$ cat config.mk
export PLATFORM = sky130hd
export DESIGN_NAME = format_decimal_substitution_unit
export DESIGN_NICKNAME = d
export VERILOG_FILES = /design/src/rtl/core/fds_pkg.sv /design/src/rtl/core/fds_b2d.sv /design/src/rtl/core/format_decimal_substitution_unit.sv
export SDC_FILE = /design/constraint.sdc
export NUM_CORES = 1
export LEC_CHECK = 0
export BUFFER_PORTS_ARGS = -buffer_cell sky130_fd_sc_hd__buf_2
export CAP_MARGIN = 20
export CORE_MARGIN = 4
export CORE_UTILIZATION = 53
export CTS_BUF_LIST = sky130_fd_sc_hd__clkbuf_16
export CTS_CLUSTER_DIAMETER = 80
export CTS_CLUSTER_SIZE = 40
export DETAILED_ROUTE_END_ITERATION = 10
export PLACE_DENSITY = 0.76
export SYNTH_ARGS = -nofsm -noshare
export SYNTH_HDL_FRONTEND = slang
export SYNTH_HIERARCHICAL = 1
export SYNTH_SLANG_ARGS = --single-unit
$ cat constraint.sdc
create_clock -name clk_i -period 3.5 [get_ports clk_i]
set_input_delay 0.875 -clock clk_i [delete_from_list [all_inputs] [get_ports clk_i]]
set_output_delay 0.875 -clock clk_i [all_outputs]
set_load 0.03 [all_outputs]
$ cat src/rtl/core/fds_pkg.sv
// shared types and constants of the format decimal substitution unit
`timescale 1ns / 1ps

package fds_pkg;

  localparam int unsigned CHAR_W = 8;
  localparam int unsigned ARG_W  = 31;
  localparam int unsigned BCD_DIG_W = 4;

  localparam logic [CHAR_W-1:0] CHAR_NUL  = 8'h00;
  localparam logic [CHAR_W-1:0] CHAR_PCT  = 8'h25;
  localparam logic [CHAR_W-1:0] CHAR_CONV = 8'h64;
  localparam logic [CHAR_W-1:0] CHAR_ZERO = 8'h30;

  // double dabble: a digit of five or more gets three added before the shift
  localparam logic [BCD_DIG_W-1:0] BCD_ADJ_MIN = 4'd5;
  localparam logic [BCD_DIG_W-1:0] BCD_ADJ     = 4'd3;

  typedef enum logic [1:0] {
    B2D_IDLE,
    B2D_CONV,
    B2D_SKIP,
    B2D_EMIT
  } b2d_state_e;

  // status of the converter as seen by the top level
  typedef struct packed {
    logic                 busy;
    logic                 valid;
    logic                 last;
    logic [BCD_DIG_W-1:0] digit;
  } fds_dig_t;

endpackage

$ cat src/rtl/core/fds_b2d.sv
// bit-serial binary to decimal converter with serial digit output
`timescale 1ns / 1ps

module fds_b2d #(
  parameter int unsigned MAX_DIGITS = 10
) (
  input  logic                       clk_i,
  input  logic                       rst_ni,
  input  logic                       start_i,
  input  logic [fds_pkg::ARG_W-1:0]  arg_i,
  input  logic                       take_i,
  output fds_pkg::fds_dig_t          dig_o
);
  import fds_pkg::*;

  localparam int unsigned BcdW    = MAX_DIGITS * BCD_DIG_W;
  localparam int unsigned DigCntW = $clog2(MAX_DIGITS + 1);
  localparam int unsigned BitCntW = $clog2(ARG_W);

  b2d_state_e state_q, state_d;

  logic [ARG_W-1:0]   bin_q, bin_d;
  logic [BcdW-1:0]    bcd_q, bcd_d;
  logic [BcdW-1:0]    bcd_adj;
  logic [BitCntW-1:0] bit_cnt_q, bit_cnt_d;
  logic [DigCntW-1:0] dig_cnt_q, dig_cnt_d;
  logic [BCD_DIG_W-1:0] top_digit;
  logic               top_zero;
  logic               last_digit;

  assign top_digit  = bcd_q[BcdW-1 -: BCD_DIG_W];
  assign top_zero   = (top_digit == '0);
  assign last_digit = (dig_cnt_q == DigCntW'(1));

  // add-3 correction on every digit, all in parallel
  always_comb begin
    for (int i = 0; i < MAX_DIGITS; i++) begin
      if (bcd_q[i*BCD_DIG_W +: BCD_DIG_W] >= BCD_ADJ_MIN) begin
        bcd_adj[i*BCD_DIG_W +: BCD_DIG_W] = bcd_q[i*BCD_DIG_W +: BCD_DIG_W] + BCD_ADJ;
      end else begin
        bcd_adj[i*BCD_DIG_W +: BCD_DIG_W] = bcd_q[i*BCD_DIG_W +: BCD_DIG_W];
      end
    end
  end

  // next state
  always_comb begin
    state_d = state_q;
    case (state_q)
      B2D_IDLE: begin
        if (start_i) state_d = B2D_CONV;
      end
      B2D_CONV: begin
        if (bit_cnt_q == '0) state_d = B2D_SKIP;
      end
      B2D_SKIP: begin
        if (!top_zero || last_digit) state_d = B2D_EMIT;
      end
      B2D_EMIT: begin
        if (take_i && last_digit) state_d = B2D_IDLE;
      end
      default: state_d = B2D_IDLE;
    endcase
  end

  // datapath and outputs
  always_comb begin
    bin_d     = bin_q;
    bcd_d     = bcd_q;
    bit_cnt_d = bit_cnt_q;
    dig_cnt_d = dig_cnt_q;
    dig_o.busy  = 1'b1;
    dig_o.valid = 1'b0;
    dig_o.last  = last_digit;
    dig_o.digit = top_digit;
    case (state_q)
      B2D_IDLE: begin
        dig_o.busy = 1'b0;
        if (start_i) begin
          bin_d     = arg_i;
          bcd_d     = '0;
          bit_cnt_d = BitCntW'(ARG_W - 1);
        end
      end
      B2D_CONV: begin
        // carry out of the top digit is dropped, keeping the low digits only
        bcd_d     = {bcd_adj[BcdW-2:0], bin_q[ARG_W-1]};
        bin_d     = bin_q << 1;
        bit_cnt_d = bit_cnt_q - BitCntW'(1);
        dig_cnt_d = DigCntW'(MAX_DIGITS);
      end
      B2D_SKIP: begin
        // drop leading zeros, always keep one digit
        if (top_zero && !last_digit) begin
          bcd_d     = bcd_q << BCD_DIG_W;
          dig_cnt_d = dig_cnt_q - DigCntW'(1);
        end
      end
      B2D_EMIT: begin
        dig_o.valid = 1'b1;
        if (take_i) begin
          bcd_d     = bcd_q << BCD_DIG_W;
          dig_cnt_d = dig_cnt_q - DigCntW'(1);
        end
      end
      default: begin
        dig_o.busy = 1'b0;
      end
    endcase
  end

  always_ff @(posedge clk_i or negedge rst_ni) begin
    if (!rst_ni) begin
      state_q <= B2D_IDLE;
    end else begin
      state_q <= state_d;
    end
  end

  always_ff @(posedge clk_i) begin
    bin_q     <= bin_d;
    bcd_q     <= bcd_d;
    bit_cnt_q <= bit_cnt_d;
    dig_cnt_q <= dig_cnt_d;
  end

endmodule

$ cat src/rtl/core/format_decimal_substitution_unit.sv
// format string streamer that substitutes %d with the decimal argument
//
//  channel  | dir | tdata                                  | tlast | tuser
//  s_axis   | in  | [7:0] fmt_char, [38:8] arg_value       | -     | -
//  m_axis   | out | [7:0] out_char                         | last  | bad_spec
//
//  a literal byte gives one transfer
//  %d runs a bit-serial double dabble over the argument bits, then drops one
//  leading zero per step and settles on the first digit, then gives one digit per
//  step while m_axis takes them; input is held off meanwhile
//  reset clears the pending and failed flags and empties the output register
//  a stalled m_axis holds the output register and with it the input side
`timescale 1ns / 1ps

module format_decimal_substitution_unit #(
  parameter int unsigned MAX_DIGITS = 10
) (
  input  logic        clk_i,
  input  logic        rst_ni,
  input  logic        s_axis_tvalid,
  output logic        s_axis_tready,
  input  logic [39:0] s_axis_tdata,   // fmt_char, arg_value, zero pad
  output logic        m_axis_tvalid,
  input  logic        m_axis_tready,
  output logic [7:0]  m_axis_tdata,   // out_char
  output logic        m_axis_tlast,
  output logic        m_axis_tuser    // bad_spec
);
  import fds_pkg::*;

  logic [CHAR_W-1:0] fmt_char;
  logic [ARG_W-1:0]  arg_value;
  logic in_fire;
  logic out_free;
  logic start;
  logic take;
  fds_dig_t dig;

  logic pending_q, pending_d;
  logic failed_q, failed_d;
  logic m_valid_q, m_valid_d;
  logic [CHAR_W-1:0] m_char_q, m_char_d;
  logic m_last_q, m_last_d;
  logic m_bad_q, m_bad_d;

  assign fmt_char  = s_axis_tdata[CHAR_W-1:0];
  assign arg_value = s_axis_tdata[CHAR_W +: ARG_W];

  assign out_free      = !m_valid_q || m_axis_tready;
  assign s_axis_tready = !dig.busy && out_free;
  assign in_fire       = s_axis_tvalid && s_axis_tready;
  assign take          = dig.valid && out_free;

  fds_b2d #(
    .MAX_DIGITS(MAX_DIGITS)
  ) u_b2d (
    .clk_i  (clk_i),
    .rst_ni (rst_ni),
    .start_i(start),
    .arg_i  (arg_value),
    .take_i (take),
    .dig_o  (dig)
  );

  always_comb begin
    pending_d = pending_q;
    failed_d  = failed_q;
    m_valid_d = m_valid_q && !m_axis_tready;
    m_char_d  = m_char_q;
    m_last_d  = m_last_q;
    m_bad_d   = m_bad_q;
    start     = 1'b0;
    if (in_fire) begin
      if (fmt_char == CHAR_NUL) begin
        if (pending_q && !failed_q) begin
          m_valid_d = 1'b1;
          m_char_d  = CHAR_NUL;
          m_last_d  = 1'b1;
          m_bad_d   = 1'b1;
        end
        pending_d = 1'b0;
        failed_d  = 1'b0;
      end else if (failed_q) begin
        // output suppressed until the end of the string
      end else if (pending_q) begin
        pending_d = 1'b0;
        if (fmt_char == CHAR_CONV) begin
          start = 1'b1;
        end else begin
          failed_d  = 1'b1;
          m_valid_d = 1'b1;
          m_char_d  = CHAR_NUL;
          m_last_d  = 1'b1;
          m_bad_d   = 1'b1;
        end
      end else if (fmt_char == CHAR_PCT) begin
        pending_d = 1'b1;
      end else begin
        m_valid_d = 1'b1;
        m_char_d  = fmt_char;
        m_last_d  = 1'b1;
        m_bad_d   = 1'b0;
      end
    end else if (take) begin
      m_valid_d = 1'b1;
      m_char_d  = CHAR_ZERO | CHAR_W'(dig.digit);
      m_last_d  = dig.last;
      m_bad_d   = 1'b0;
    end
  end

  always_ff @(posedge clk_i or negedge rst_ni) begin
    if (!rst_ni) begin
      pending_q <= 1'b0;
      failed_q  <= 1'b0;
      m_valid_q <= 1'b0;
    end else begin
      pending_q <= pending_d;
      failed_q  <= failed_d;
      m_valid_q <= m_valid_d;
    end
  end

  always_ff @(posedge clk_i) begin
    m_char_q <= m_char_d;
    m_last_q <= m_last_d;
    m_bad_q  <= m_bad_d;
  end

  assign m_axis_tvalid = m_valid_q;
  assign m_axis_tdata  = m_char_q;
  assign m_axis_tlast  = m_last_q;
  assign m_axis_tuser  = m_bad_q;

  // a conversion only runs with both string flags clear
  a_busy_flags_clear: assert property (@(posedge clk_i) disable iff (!rst_ni)
    dig.busy |-> (!pending_q && !failed_q))
    else $error("converter busy with a string flag set");

  // the converter only starts from an accepted transfer
  a_busy_from_accept: assert property (@(posedge clk_i) disable iff (!rst_ni)
    $rose(dig.busy) |-> $past(in_fire))
    else $error("converter started without an input transfer");

  // an error result carries a zero character and ends its burst
  a_bad_shape: assert property (@(posedge clk_i) disable iff (!rst_ni)
    (m_valid_q && m_bad_q) |-> (m_char_q == CHAR_NUL && m_last_q))
    else $error("malformed error result");

endmodule
==> results of run 1 <==
[cells by family after synthesis]
logic type | count (synthesis) | synth area share (%)
AOI/OAI and AO/OA | 96 | 10.50
muxes | 42 | 9.002
xor gates and xnor gates | 15 | 2.488
buffers and inverters | 54 | 4.312
and+or+nand+nor | 131 | 13.05
DFF | 95 | 53.54
adders and majority gates | 30 | 7.107
[stage by stage]
step           util [%]  worst slack (ns)  area (sq um)
6_report          61.99             1.032          6031
3_3_place_gp      58.53            0.6995          5694
2_1_floorplan         -            0.3896          5284
5_1_grt           61.99            0.8561          6031
3_5_place_dp      58.53            0.6486          5694
4_1_cts           61.99             1.012          6031
[where the power goes]
part,switching (mW),internal [mW]
combinational,1.47,1.06
sequential,0.357,2.05
clock,0.405,0.693
total,2.23,3.81
[worst max path at each step]
stage | from | endpoint | slack, ns | depth (start not counted)
after floorplan | s_axis_tdata[1] | u_b2d/bcd_q[0] | 0.39 | 6
after global placement | s_axis_tdata[1] | u_b2d/bin_q[12] | 0.70 | 7
after detailed placement | s_axis_tdata[1] | u_b2d/bin_q[12] | 0.65 | 7
after CTS | s_axis_tdata[1] | u_b2d/bin_q[10] | 1.01 | 7
after global routing | u_b2d/state_q[0] | u_b2d/bin_q[17] | 0.86 | 7
final | u_b2d/state_q[1] | u_b2d/bin_q[10] | 1.03 | 7
[registers in the layout (all words and copies together) (netlist names)]
name,cells
u_b2d/bcd_q,40
u_b2d/bin_q,31
m_axis_tdata,8
u_b2d/bit_cnt_q,5
u_b2d/dig_cnt_q,4
u_b2d/state_q,2
failed_q,1
m_axis_tlast,1
m_axis_tuser,1
m_axis_tvalid,1
pending_q,1
[cells in the mapped netlist (2+ instances only)]
library cell                n  share of area (%)
sky130_fd_sc_hd__a21o_1     6               0.85
sky130_fd_sc_hd__a21oi_1   26                2.5
sky130_fd_sc_hd__nand3b_1   2               0.28
sky130_fd_sc_hd__a211oi_1   6               0.85
sky130_fd_sc_hd__nand3_2    2               0.38
sky130_fd_sc_hd__mux2_2    40                8.5
sky130_fd_sc_hd__nor3_1     5               0.47
sky130_fd_sc_hd__edfxtp_1  90                 51
sky130_fd_sc_hd__nand2_1   54                3.8
sky130_fd_sc_hd__ha_1      30                7.1
sky130_fd_sc_hd__inv_1     35                2.5
sky130_fd_sc_hd__nand3_1    6               0.57
sky130_fd_sc_hd__clkbuf_1   8               0.57
sky130_fd_sc_hd__and3_1     3               0.36
sky130_fd_sc_hd__nor2_1    15                1.1
sky130_fd_sc_hd__nor2b_1   10                1.2
sky130_fd_sc_hd__buf_2      5               0.47
sky130_fd_sc_hd__dfrtp_1    5                2.4
sky130_fd_sc_hd__nor3b_1   12                1.7
sky130_fd_sc_hd__nand2b_1  13                1.5
sky130_fd_sc_hd__a22oi_1    5               0.71
sky130_fd_sc_hd__buf_4      5               0.71
sky130_fd_sc_hd__xnor2_1   14                2.3
sky130_fd_sc_hd__o21ai_0   45                4.3
[worst max-delay path, stage by stage (launching register included)]
cell and delay (ns):
sky130_fd_sc_hd__dfrtp_1 0.43, sky130_fd_sc_hd__inv_1 0.12, sky130_fd_sc_hd__ha_1 0.20, sky130_fd_sc_hd__inv_1 0.09, sky130_fd_sc_hd__nor4b_1 0.38, sky130_fd_sc_hd__and3_1 0.26
sky130_fd_sc_hd__mux2_2 0.46, sky130_fd_sc_hd__buf_12 0.22
[layer usage]
layer | up-vias | track usage (%) | wire length [um]
met5 | - | 0 | 0
met4 | 0 | 5.320 | 116
met3 | 10 | 5.159 | 616
met2 | 79 | 27.84 | 4308
met1 | 1682 | 20.07 | 3969
li1 | 1760 | - | -
[cell type report]
class	count	area, sq um
Clock inverter	7	111.4
Clock buffer	9	225.2
Inverter	35	131.4
Multi-Input combinational cell	314	2236
Tap cell	133	166.4
Fill cell	817	3699
Sequential cell	95	2828
Timing Repair Buffer	59	332.8
==> results.toml, run 1 <==
[yosys]
async_reset_ff_share_pct = 5.263
synth_area_sq_um = 5281
synthesis.nets = 537
synth.ff_latch_count = 95
ys_warn_count = 6
syn_area_per_cell_sq_um = 11.41
ys_types = 45
synthesized_instance_count = 463
synth_enable_flop_cells = 90
synthFlopType = "sky130_fd_sc_hd__edfxtp_1"
ys_seq_area_share_pct = 53.54

[grt]
grt_antenna_before_repair = 0
grt.overflow.total = 0
via_count_of_the_first_global_routing_pass = 3590
global_route_wire_length_before_repair_um = 15530
grt_start_max_net_pins = 41
global_router_s_overall_resource_usage_pct = 16.48

[clocking]
cts.root.buffer_cell = "sky130_fd_sc_hd__clkbuf_16"
htree_num_levels = 3
post_cts_setup_buffers = 0
clockBufferDepth = 2
hold_fix_buffers_at_cts = 0
post_cts_resize_count = 0
cts_tree = "yes"
cts.sink_count = 95
cts_buffer_count = 9
worst_setup_hold_path_clk_slew_ns = 0.07
worst_skew_pair.late_latency_ns = 0.34

[timing]
timing.slew.headroom_pct = 67.87
report.final.hold_viol_count = 0
slew_viols_final = 0
clock-skew-final_ns = 0.01152
fin_crit_sh_pct = 70.53
fin_setup_tns_ns = 0
final_period_minus_worst_setup_slack_ns = 2.468
grt_setup_unrepaired = "false"
maxClockFrequency_mhz = 405.1
fin_worst_hold_slack_ns = 0.3458
max_slew.worst_pin.slew_ns = 0.4806
timing.final.setup_violations = 0

[route]
antenna_left = 0
routed_wire_length_per_instance_um = 13.82
viasPerCell = 5.416
drt_pass1_iterations = 4
drc = 0
drt_first_iter_violations = 220
route.vias.total = 3531
routed_wirelength_um = 9010

[place]
count_of_input_and_output_buffers = 54
hpwl_um = 6236
gp_congestion = 0.8100
post-place-cells = 636

[final_layout]
most-common-layout-cells = "sky130_fd_sc_hd__edfxtp_1 (90), sky130_fd_sc_hd__nand2_1 (54), sky130_fd_sc_hd__buf_2 (54)"
area_growth_pct = 14.19
drive_gt1_share_pct = 23.89
diodes = 0
number_of_nets_at_the_end_of_the_flow = 588
layout_commonest_cell = "sky130_fd_sc_hd__edfxtp_1"
finish.cell_count_without_fillers = 652

[pwr]
power.density_cell_area_nw_per_um2 = 1002
leakagePower_nw = 2.356
power.ir.vdd_worst_v = 0.0005911
finalPower_mw = 6.044

[status]
run_status = "complete, no violations"

[worst_setup_path]
crit_path_start_kind = "register"
cp.required_ns = 3.54
signal_arrival_time_at_the_worst_endpoint_ns = 2.51
r2r_cells = 7
critPathMaxFanout = 19
worst_r2r_startpoint = "u_b2d/state_q[1]"
rr_endpoint = "u_b2d/bin_q[10]"
reg2reg_slack_ns = 1.03
worst_setup_path_end_kind = "register"
worstSetupPathType = "register to register"

[die]
die_height_um = 107.8
pin_count = 56
rows = 36
die-area_sq_um = 11630
effective_utilization_at_floorplan_pct = 54.28
core-area_sq_um = 9729
floorplan.die.width_um = 107.8

[run]
number_of_maximum_capacitance_violations = 0

[hold_path]
min_path_type = "input port to async pin"
No activity file was read; power rests on OpenSTA's default activity.
==> run 2, diff against run 1 <==
Settings changed: ABC_AREA set to 1, CORE_UTILIZATION 53 to 54, PLACE_DENSITY 0.76 to 0.77.
Clock period 3.5 ns to 2 ns, I/O delays scaled along.
==> results.toml, run 2 <==
[yosys]
ys_warn_count = 6
post-synth-top-count-cell = "sky130_fd_sc_hd__nand2_1"
synth_top_area_share_pct = 47.61
ys_types = 39
synth_enable_flop_cells = 90
synth_area_sq_um = 5677
synthesized_instance_count = 626
yosys.area.top_type = "sky130_fd_sc_hd__edfxtp_1"
synth.ff_latch_count = 95
async_reset_ff_share_pct = 5.263
synth_top_cells_by_area = "sky130_fd_sc_hd__edfxtp_1 (48%), sky130_fd_sc_hd__nand2_1 (13%), sky130_fd_sc_hd__ha_1 (6.6%)"
synthesis.nets = 700
syn_area_per_cell_sq_um = 9.068
ys_seq_area_share_pct = 49.81
most_instantiated_cells_after_synthesis = "sky130_fd_sc_hd__nand2_1 (201), sky130_fd_sc_hd__edfxtp_1 (90), sky130_fd_sc_hd__inv_1 (73), sky130_fd_sc_hd__nor2_1 (59), sky130_fd_sc_hd__o21ai_0 (34)"
synthFlopType = "sky130_fd_sc_hd__edfxtp_1"

[worst_setup_path]
path_delay_family = "simple AND/OR/NAND/NOR gates"
critPathMaxFanout = 17
path_cells = "inv_2, ha_4, inv_4, nand3b_4, nor3_4, nor2_4, nor2_4, buf_12, buf_12"
crit_path_start_kind = "register"
cp_slowest_stage_delay_ns = 0.41
signal_arrival_time_at_the_worst_endpoint_ns = 1.97
critical_path.n_buffers_inverters = 4
slowest_stage = "sky130_fd_sc_hd__dfrtp_1"
worst_setup_path_end_kind = "register"
cp.required_ns = 2.05
worstSetupPathType = "register to register"

[final_layout]
multi_input_comb_area_sq_um = 2420
area_growth_pct = 15.43
final-seq-area_sq_um = 2828
postLayoutCoreUtil_pct = 63.76
number_of_nets_at_the_end_of_the_flow = 772
drive_gt1_share_pct = 22.48
top_register = "u_b2d/bcd_q"
num-fill-cells = 855
flip_flop_count_of_the_largest_register_after_layout = 40
layout_commonest_cell = "sky130_fd_sc_hd__nand2_1"
most-common-layout-cells = "sky130_fd_sc_hd__nand2_1 (201), sky130_fd_sc_hd__edfxtp_1 (90), sky130_fd_sc_hd__inv_1 (70)"
diodes = 0
finish.instance_area_sq_um = 6553

[timing]
timing.final.setup_violations = 0
maxClockFrequency_mhz = 520.8
clock-skew-final_ns = 0.008495
max_slew.worst_pin.slew_ns = 0.4670
final_period_minus_worst_setup_slack_ns = 1.920
slew_viols_final = 0
setup_ws_ns = 0.08006
timing.slew.headroom_pct = 68.87
fin_crit_sh_pct = 96.00
report.final.hold_viol_count = 0

[route]
viasPerCell = 5.170
antenna_left = 0
routed_wire_length_per_instance_um = 13.27
drt_first_iter_violations = 285
drt_pass1_iterations = 6
routed_wirelength_um = 11130
met3_length_um = 638
route.vias.total = 4338
met1Wirelength_um = 4758
drc = 0
route.met2.wl_um = 5543
route.top_layer_used = "met4"

[pwr]
power.ir.vdd_worst_v = 0.0007336
leakagePower_nw = 2.934
power.density_cell_area_nw_per_um2 = 1773
finalPower_mw = 11.62

[die]
rows = 37
die-area_sq_um = 12220
die_height_um = 110.5
pin_count = 56
effective_utilization_at_floorplan_pct = 55.23
core-area_sq_um = 10280
floorplan.die.width_um = 110.5

[clocking]
clockBufferDepth = 2
worst_skew_pair.late_latency_ns = 0.35
worst_setup_hold_path_clk_slew_ns = 0.07
cts_tree = "yes"
cts.sink_count = 95
cts.root.buffer_cell = "sky130_fd_sc_hd__clkbuf_16"
htree_num_levels = 3
cts_buffer_count = 9

[grt]
grt.overflow.total = 0
global_router_s_overall_resource_usage_pct = 17.65
grt_start_max_net_pins = 37
grt_antenna_before_repair = 0
via_count_of_the_first_global_routing_pass = 4227
global_route_wire_length_before_repair_um = 18150

[place]
placement.setup.worst_slack_ns = -0.009029
gp_congestion = 0.8413
hpwl_um = 7488
count_of_input_and_output_buffers = 54
dpl-instance-area_sq_um = 6188

[run]
number_of_maximum_capacitance_violations = 0

[status]
run_status = "complete, no violations"

[hold_path]
min_path_type = "input port to register"
[run 2: cell types whose count changed in the layout (fill, tap and decap cells not counted), sizes merged, moves of 13 or more]
cell,previous run,this run
nand2,54,204
buf,59,77
xnor2,14,1
a21oi,27,12
nand3,8,24
inv,35,81
nor2,15,71
mux2,41,0
nand2b,13,0
[run 2: area by class of cell]
| type | count | area share (%) |
|---|---|---|
| timing repair buffer | 80 | 8.440 |
| clock inverter | 7 | 0.7256 |
| inverter | 79 | 4.716 |
| tap | 136 | 2.597 |
| sequential | 95 | 43.15 |
| multi-input combinational | 433 | 36.93 |
| clock buffer | 9 | 3.437 |
[run 2: power breakdown]
part / leakage, nW / internal [mW] / switching [mW]
combinational: 1.87 / 2.07 / 3.71
clock: 0.130 / 0.845 / 0.756
sequential: 0.929 / 3.74 / 0.496
total: 2.93 / 6.65 / 4.96
[run 2: worst register-to-register path, cell delays in order (launching register included)]
cell                       delay [ns]
sky130_fd_sc_hd__dfrtp_1         0.41
sky130_fd_sc_hd__inv_2           0.12
sky130_fd_sc_hd__ha_4            0.15
sky130_fd_sc_hd__inv_4           0.05
sky130_fd_sc_hd__nand3b_4        0.21
sky130_fd_sc_hd__nor3_4          0.17
sky130_fd_sc_hd__nor2_4          0.08
sky130_fd_sc_hd__nor2_4          0.13
sky130_fd_sc_hd__buf_12          0.14
sky130_fd_sc_hd__buf_12          0.16
[run 2: kinds of logic (layout without fill, tap and decap cells)]
kind of cell	count (synthesis)	after routing	share of synthesized area (%)
buffers and inverters	99	175	8.640
flip-flops	95	95	49.81
AO/OA/AOI/OAI	89	89	11.35
XOR/XNOR	7	7	1.080
AND/OR/NAND/NOR	306	307	22.50
adder cells (fa/ha/maj)	30	30	6.612
[run 2: stage by stage]
stage,hold slack (ns),TNS (ns),std cells
2_1_floorplan,0.2044,-17.21,626
3_3_place_gp,0.3274,0,818
3_5_place_dp,0.3367,-0.1955,818
4_1_cts,0.4045,0,835
5_1_grt,0.4215,-0.04604,839
6_report,0.4162,0,839
[run 2: worst paths after layout]
kind / startpoint / endpoint / cells after the start / slack (ns)
worst max register to register: u_b2d/state_q[1] / u_b2d/bcd_q[19] / 9 / 0.08
max in group asynchronous: rst_ni / failed_q / 2 / 1.34
worst min register to register: u_b2d/bin_q[5] / u_b2d/bin_q[6] / 2 / 0.53
worst max-delay path: u_b2d/state_q[1] / u_b2d/bcd_q[19] / 9 / 0.08
min in group asynchronous: rst_ni / m_axis_tvalid / 2 / 0.50
worst min-delay path: s_axis_tdata[25] / u_b2d/bin_q[17] / 3 / 0.42
[run 2: what timing repair did]
| action | 4_1_cts | 5_1_grt |
|---|---|---|
| setup buffers | 0 | 1 |
| endpoints found under the setup margin | 0 | 43 |
| hold buffers | 1 | 0 |
| hold endpoints to repair | 5 | 0 |
| gates resized for setup | 0 | 1 |
[run 2: metal layers]
layer  global-route usage (%)  vias up
met4                    7.143        0
met3                    3.671       17
li1                         -     2183
met5                        0        -
met2                    30.34      142
met1                    21.64     1996
